===== src/rtl/core/ecc_delay.sv =====
// ecc_delay: fixed-length register line used to align operands between
// pipeline phases. No dependencies.
module ecc_delay #(
  parameter int W = 64,
  parameter int N = 1
) (
  input  logic         clk,
  input  logic [W-1:0] d,
  output logic [W-1:0] q
);

  logic [W-1:0] line [N];

  // shift the line along every cycle
  always_ff @(posedge clk) begin
    line[0] <= d;
    for (int k = 1; k < N; k++) begin
      line[k] <= line[k-1];
    end
  end

  assign q = line[N-1];

endmodule


===== config.mk =====
export PLATFORM = sky130hd
export DESIGN_NAME = ecc_delay
export DESIGN_NICKNAME = d
export VERILOG_FILES = /design/src/rtl/core/ecc_delay.sv
export SDC_FILE = /design/constraint.sdc
export NUM_CORES = 1
export LEC_CHECK = 0
export BUFFER_PORTS_ARGS = -buffer_cell sky130_fd_sc_hd__buf_2
export CORE_MARGIN = 2
export CORE_UTILIZATION = 38
export CTS_BUF_LIST = sky130_fd_sc_hd__clkbuf_4
export CTS_CLUSTER_SIZE = 28
export DETAILED_ROUTE_END_ITERATION = 10
export GPL_ROUTABILITY_DRIVEN = 0
export GPL_TIMING_DRIVEN = 0
export PLACE_DENSITY = 0.85
export SLEW_MARGIN = 15
export SYNTH_ARGS = -nofsm -noshare
export SYNTH_HDL_FRONTEND = slang
export SYNTH_SLANG_ARGS = --single-unit

===== constraint.sdc =====
create_clock -name clk -period 0.8 [get_ports clk]
set_clock_uncertainty 0.2 [all_clocks]
set_input_delay 0.04 -clock clk [delete_from_list [all_inputs] [get_ports clk]]
set_output_delay 0.04 -clock clk [all_outputs]
set_load 0.01 [all_outputs]

==> results of run 1 <==
[synth_stat cells]
master / count / area [um2]
dfxtp_1: 64 / 1280
[cell families after synthesis]
logic type and after synthesis:
DFF 64
[per-layer routing]
layer  global-route usage  up-vias  share of wire
li1                     -      604              -
met1                0.254      602           0.36
met2                0.417      105           0.51
met3                0.108       16           0.11
met4                0.155        0          0.021
met5                    0        -              0
[where the power goes]
group	switching [mW]	leakage (nW)	internal, mW	total, mW
registers	0.0823	0.540	3.38	3.46
clock network	1.18	0.0668	0.922	2.11
logic	0.280	0.856	0.542	0.822
[worst paths after layout]
kind                               to  slack, ns  cells past startpoint
setup / recovery                q[34]      -0.32                      1
hold / removal    line[0][29]$_DFF_P_       0.08                      2
[timing repair]
| item | 4_1_cts | 5_1_grt |
|---|---|---|
| hold buffers | 64 | 0 |
| setup endpoints to repair | 64 | 64 |
| endpoints found under the hold margin | 64 | 0 |
| pin swaps | 0 | 0 |
| gates resized for setup | 16 | 64 |
[layout make-up]
type / instances / area (um2)
fillers: 111 / 234
repair buffers: 192 / 1530
well taps: 46 / 57.6
flip-flops and latches: 64 / 1330
clock buffers: 9 / 67.6
clock inverters: 7 / 62.6
[through the flow]
| step | cells | setup slack (ns) | setup TNS [ns] | cell area [um2] | total power [mW] |
|---|---|---|---|---|---|
| 6_report | 318 | -0.316 | -17.52 | 3050 | 6.39 |
| 3_5_place_dp | 238 | 0.129 | 0 | 1980 | 3.87 |
| 3_3_place_gp | 238 | 0.157 | 0 | 1980 | 3.85 |
| 2_1_floorplan | 64 | 0.229 | 0 | 1280 | 3.57 |
| 5_1_grt | 318 | -0.375 | -20.65 | 3050 | 6.62 |
| 4_1_cts | 318 | -0.299 | -17.76 | 2810 | 6.09 |
==> impl_metrics.yaml, run 1 <==
grt:
  grt_max_degree: 12
  grt_pass1_wl_mm: 6.35
  grt.total_usage: 0.249
  grt_pass1_vias: 1356
  grt_antenna_before_repair: 0
  grt_overflow: 0
timing:
  slew_headroom: 0.907
  fin_crit_sh: 1.40
  hold_ws_ns: 0.0793
  drv_slew: 0
  finalSetupViolCount: 64
  hold_violations: 0
  clock.fmax_mhz: 896
  worst_pin_slew_ns: 0.139
  final.setup.worst_slack_ns: -0.316
  rsz0062_at_grt: "true"
  min_period_ns: 1.12
yosys:
  synth_area_per_cell_um2: 20.0
  ys_ff_latch: 64
  synthAdderAreaFrac: 0
  synthMuxAreaShare: 0
  yosys.area_share.xor_xnor: 0
  synth_nets: 129
  synth_area_um2: 1280
  synth_compound_area_frac: 0
  yosys_warnings: 0
  ys_seq_area_frac: 1.00
  synthCells: 64
  synth-simple-area-share: 0
  synth_cell_types: 1
worst_setup_path:
  worst_ep_required_time_ns: 0.56
  endpoint_kind: "output pin"
  critPathBufInv: 1
  cp_max_fo: 1
  start_kind: "flop"
  max_stage_delay_ns: 0.34
  crit_start: "line[0][34]$_DFF_P_"
  crit_type: "flop to output pin"
  path_delay_family: "flip-flops"
  cp_slowest_cell: "dfxtp_1"
  path_cells: "buf_2"
  worstPathArrival_ns: 0.88
clock_tree:
  cts_inserted_buffers: 9
  cts_tree: "done"
  clkTransAtPathRegs_ns: 0.11
  htree_levels: 3
  cts_setup_buffers: 0
  clockBufferDepth: 2
  root_buffer: "clkbuf_4"
  clock_sinks: 64
drt:
  wirelength_mm: 5.84
  vias_per_cell: 4.17
  wl_per_cell_um: 18.3
  vias: 1327
  dr.pass1.iters: 4
  drc: 0
  postRouteAntennaNets: 0
  drtIter0Drc: 42
cells_and_area:
  fin_util: 0.929
  largest_reg_flops: 64
  diodes: 0
  nNetsFinal: 332
  area_growth_pct: 138
  multiInputGateArea_um2: 0
  largestRegisters: "line: 64 flops"
  drive_gt1_frac: 0.669
  final_common_cell: "buf_2"
  max_flop_register: "line"
  multi_input_comb_cells: 0
  final_cell_mix: "88 x buf_2, 64 x dlygate4sd3_1, 40 x dfxtp_2, 40 x buf_6, 24 x dfxtp_1"
die:
  design.core.area_um2: 3280
  start_util: 0.390
  die_x_um: 62.1
  fp.dieH_um: 62.1
  die-area_um2: 3850
  core.rowCount: 21
  io_pins: 129
placement:
  dp_hpwl_mm: 1.96
  portBuffers: 128
worst_hold_path:
  hp-start: "d[29]"
  hp-class: "input pin to flop"
flow_run:
  max_cap_viol_count: 0
pwr:
  peakVddDrop_v: 0.00162
  power.leakage_nw: 1.46
  power_density_nw_per_um2: 2090
run_status:
  violations: "setup timing"
  outcome: "finished, violations left"
(Power assumes the default switching activity.)
==> run 2, diff against run 1 <==
- CORE_UTILIZATION: 38 -> 35
- PLACE_DENSITY: 0.85 -> 0.79
- clock period: 0.8 -> 1.2 ns (I/O delays scaled with it)
==> run 2 against run 1 <==
  * The flow now finishes without violations
  * Cell count is 0.94% lower
  * Global-route usage is 3.3 points lower
  * Flip-flop and latch count stayed put
  * Cell area is 11% lower
  * Count of clock-buffer cells in the layout is 1 higher
  * Sequential share of layout area is 3.7 points higher
  * Total power is 42% lower
  * Wire length is 29% lower
  * Hold slack better by 0.033 ns
  * Largest power group unchanged
  * Highest routed layer unchanged
==> impl_metrics.yaml, run 2 (synthesis gave the netlist of run 1 again) <==
die:
  die_x_um: 64.5
  io_pins: 129
  core.rowCount: 21
  fp.dieH_um: 64.5
  design.core.area_um2: 3420
  die-area_um2: 4160
  start_util: 0.375
cells_and_area:
  multiInputGateArea_um2: 0
  nNetsFinal: 332
  final_cells: 315
  diodes: 0
  num-fill-cells: 215
  area_growth_pct: 111
  largestRegisters: "line: 64 flops"
  final_cell_mix: "128 x buf_2, 64 x dlygate4sd3_1, 64 x dfxtp_1"
  fin_util: 0.793
  largest_reg_flops: 64
  max_flop_register: "line"
  multi_input_comb_cells: 0
  drive_gt1_frac: 0.517
  stdcell_area_um2: 2710
  final_common_cell: "buf_2"
worst_setup_path:
  path_cells: "buf_2"
  endpoint_kind: "output pin"
  cp_slowest_cell: "dfxtp_1"
  crit_type: "flop to output pin"
  start_kind: "flop"
  path_delay_family: "flip-flops"
  worst_ep_required_time_ns: 0.94
  worstPathArrival_ns: 0.85
  max_stage_delay_ns: 0.33
  critPathBufInv: 1
  cp_max_fo: 1
run_status:
  outcome: "finished, final reports clean"
clock_tree:
  root_buffer: "clkbuf_4"
  clkTransAtPathRegs_ns: 0.09
  clock_sinks: 64
  htree_levels: 3
  cts_inserted_buffers: 9
  clockBufferDepth: 2
  cts_tree: "done"
timing:
  rsz0062_at_grt: "false"
  slew_headroom: 0.919
  worst_pin_slew_ns: 0.121
  hold_violations: 0
  hold_ws_ns: 0.113
  finalSetupViolCount: 0
  setup-tns-final_ns: 0
  clock.fmax_mhz: 904
  fin_crit_sh: 0.922
  final.setup.worst_slack_ns: 0.0934
  min_period_ns: 1.11
  drv_slew: 0
grt:
  grt_pass1_wl_mm: 6.22
  grt_antenna_before_repair: 0
  grt_max_degree: 10
  grt_overflow: 0
  grt.total_usage: 0.216
  grt_pass1_vias: 1404
pwr:
  peakVddDrop_v: 0.000898
  power_density_nw_per_um2: 1380
  power.leakage_nw: 1.36
  p_total_mw: 3.73
drt:
  postRouteAntennaNets: 0
  vias_per_cell: 3.92
  drc: 0
  drtIter0Drc: 19
  vias: 1234
  wirelength_mm: 4.14
  wl_per_cell_um: 13.1
  dr.pass1.iters: 3
flow_run:
  max_cap_viol_count: 0
placement:
  place_inst: 238
  postPlaceCellArea_um2: 1980
  dp_slack_ns: 0.500
  portBuffers: 128
  dp_hpwl_mm: 2.23
worst_hold_path:
  hp-class: "input pin to flop"
[run 2: final cells by class]
class	count	area, um2	area share
flip-flops and latches	64	1280	0.473
repair buffers	192	1280	0.473
clock buffers	10	75.1	0.0277
well taps	46	57.6	0.0213
clock inverters	3	12.5	0.00462
[run 2: worst paths after layout]
check / from / end / slack (ns) / depth (start not counted)
worst min-delay path: d[59] / line[0][59]$_DFF_P_ / 0.11 / 2
worst max-delay path: line[0][55]$_DFF_P_ / q[55] / 0.09 / 1
[run 2: what timing repair did]
item / CTS / global route
endpoints found under the hold margin: 64 / 0
hold buffers: 64 / 0
gates resized for setup: 0 / 0
buffers inserted: 0 / 0
[run 2: where the power goes]
group	total (mW)	internal (mW)	switching, mW
registers	2.26	2.24	0.0282
logic	0.442	0.281	0.161
clock network	1.02	0.400	0.625
total	3.73	2.92	0.814
[run 2: per-layer routing]
layer  track usage  part of all wire  up-vias  routed length, um
li1              -                 -      601                  -
met1         0.172              0.33      543               1360
met2         0.417              0.56       78               2300
met3        0.0799             0.086       12                355
met4         0.157             0.031        0                129
met5             0                 0        -                  0
==> run 3, diff against run 2 <==
- CORE_ASPECT_RATIO: not set -> 0.6
- CORE_UTILIZATION: 35 -> 38
- GPL_TIMING_DRIVEN: 0 -> not set
- PLACE_DENSITY: 0.79 -> 0.85
- clock period: 1.2 -> 1.4 ns (I/O delays scaled with it)
==> run 3 against run 2 <==
  * Cell count rose by 0.32%
  * Non-clock buffer count did not move
  * Flip-flop and latch count did not move
  * Combinational power fell by 12%
  * Total power fell by 2.3%
  * Critical path depth did not move
  * Core utilization rose by 6.0 points
  * Die area fell by 7.1%
  * First-iteration DRC count rose by 21%
  * Clock power rose by 28%
  * Global-route usage rose by 4.5 points
  * Cell area rose by 2.2%
  * Highest routed layer unchanged
==> impl_metrics.yaml, run 3 (synthesis gave the netlist of run 1 again) <==
run_status:
  outcome: "finished, final reports clean"
drt:
  drc: 0
  postRouteAntennaNets: 0
  dr.pass1.iters: 4
  vias: 1291
  wirelength_mm: 4.70
  drtIter0Drc: 23
  vias_per_cell: 4.09
  wl_per_cell_um: 14.9
die:
  die_x_um: 79.0
  die-area_um2: 3870
  start_util: 0.395
  io_pins: 129
  core.rowCount: 16
  fp.dieH_um: 49.0
  design.core.area_um2: 3240
worst_setup_path:
  cp_max_fo: 1
  cp_slowest_cell: "dfxtp_1"
  crit_type: "flop to output pin"
  path_cells: "buf_2"
  critPathBufInv: 1
  endpoint_kind: "output pin"
  worstPathArrival_ns: 0.93
  start_kind: "flop"
  path_delay_family: "flip-flops"
  max_stage_delay_ns: 0.36
  worst_ep_required_time_ns: 1.13
timing:
  hold_violations: 0
  drv_slew: 0
  setup-tns-final_ns: 0
  rsz0062_at_grt: "false"
  clock.fmax_mhz: 836
  hold_ws_ns: 0.103
  worst_pin_slew_ns: 0.136
  min_period_ns: 1.20
  slew_headroom: 0.910
  fin_crit_sh: 0.854
  finalSetupViolCount: 0
clock_tree:
  cts_inserted_buffers: 9
  cts_setup_buffers: 0
  clockBufferDepth: 2
  clock_sinks: 64
  cts_tree: "done"
  root_buffer: "clkbuf_4"
  cts_resized: 0
  hold_buffers: 64
  htree_levels: 3
  clkTransAtPathRegs_ns: 0.10
cells_and_area:
  diodes: 0
  multi_input_comb_cells: 0
  max_flop_register: "line"
  nNetsFinal: 332
  multiInputGateArea_um2: 0
  final_common_cell: "buf_2"
  area_growth_pct: 116
  final_cell_mix: "128 x buf_2, 64 x dlygate4sd3_1, 64 x dfxtp_1"
  drive_gt1_frac: 0.520
  final_cells: 316
  largestRegisters: "line: 64 flops"
  largest_reg_flops: 64
grt:
  grt_overflow: 0
  grt_max_degree: 11
  grt.total_usage: 0.261
  grt_use_met3: 0.150
  grt_pass1_vias: 1442
  grt_pass1_wl_mm: 7.04
  grtUsageMet2: 0.463
  met1_usage: 0.244
  grt_antenna_before_repair: 0
  top_usage_layer: "met2"
pwr:
  power.leakage_nw: 1.39
  peakVddDrop_v: 0.00119
  power_density_nw_per_um2: 1320
flow_run:
  max_cap_viol_count: 0
placement:
  portBuffers: 128
  dp_hpwl_mm: 2.18
  place_inst: 237
worst_hold_path:
  hp-class: "input pin to flop"
run 3: cell types whose count changed in the layout (fill, tap and decap cells not counted), sizes merged:
cell and change:
bufinv +2
run 3: final cells by class:
class | count | area (um2)
clock buffer | 10 | 75.1
tap | 45 | 56.3
fill | 173 | 477
sequential | 64 | 1280
timing repair buffer | 192 | 1280
clock inverter | 5 | 72.6
run 3: routing by layer:
layer | part of all wire | routed length, um | vias to the layer above
met5 | 0 | 0 | -
met4 | 0.027 | 127 | 0
met3 | 0.11 | 501 | 14
met2 | 0.50 | 2340 | 86
met1 | 0.37 | 1730 | 587
li1 | - | - | 604
run 3: stage by stage:
step	power (mW)	area, um2	util	setup slack (ns)
after global placement	2.20	1980	0.610	0.708
after CTS	3.63	2770	0.853	0.258
after detailed placement	2.21	1980	0.610	0.705
after global routing	3.78	2770	0.853	0.157
after floorplan	2.04	1280	-	0.799
final	3.65	2770	0.853	0.204
run 3: final timing paths:
check	from	endpoint	cells past startpoint
setup / recovery	line[0][40]$_DFF_P_	q[40]	1
hold / removal	d[15]	line[0][15]$_DFF_P_	2
run 3: report_power, final:
group          switching [mW]  internal [mW]
Sequential             0.0273           1.92
Clock                   0.591          0.721
Combinational           0.147          0.242
Total                   0.765           2.88
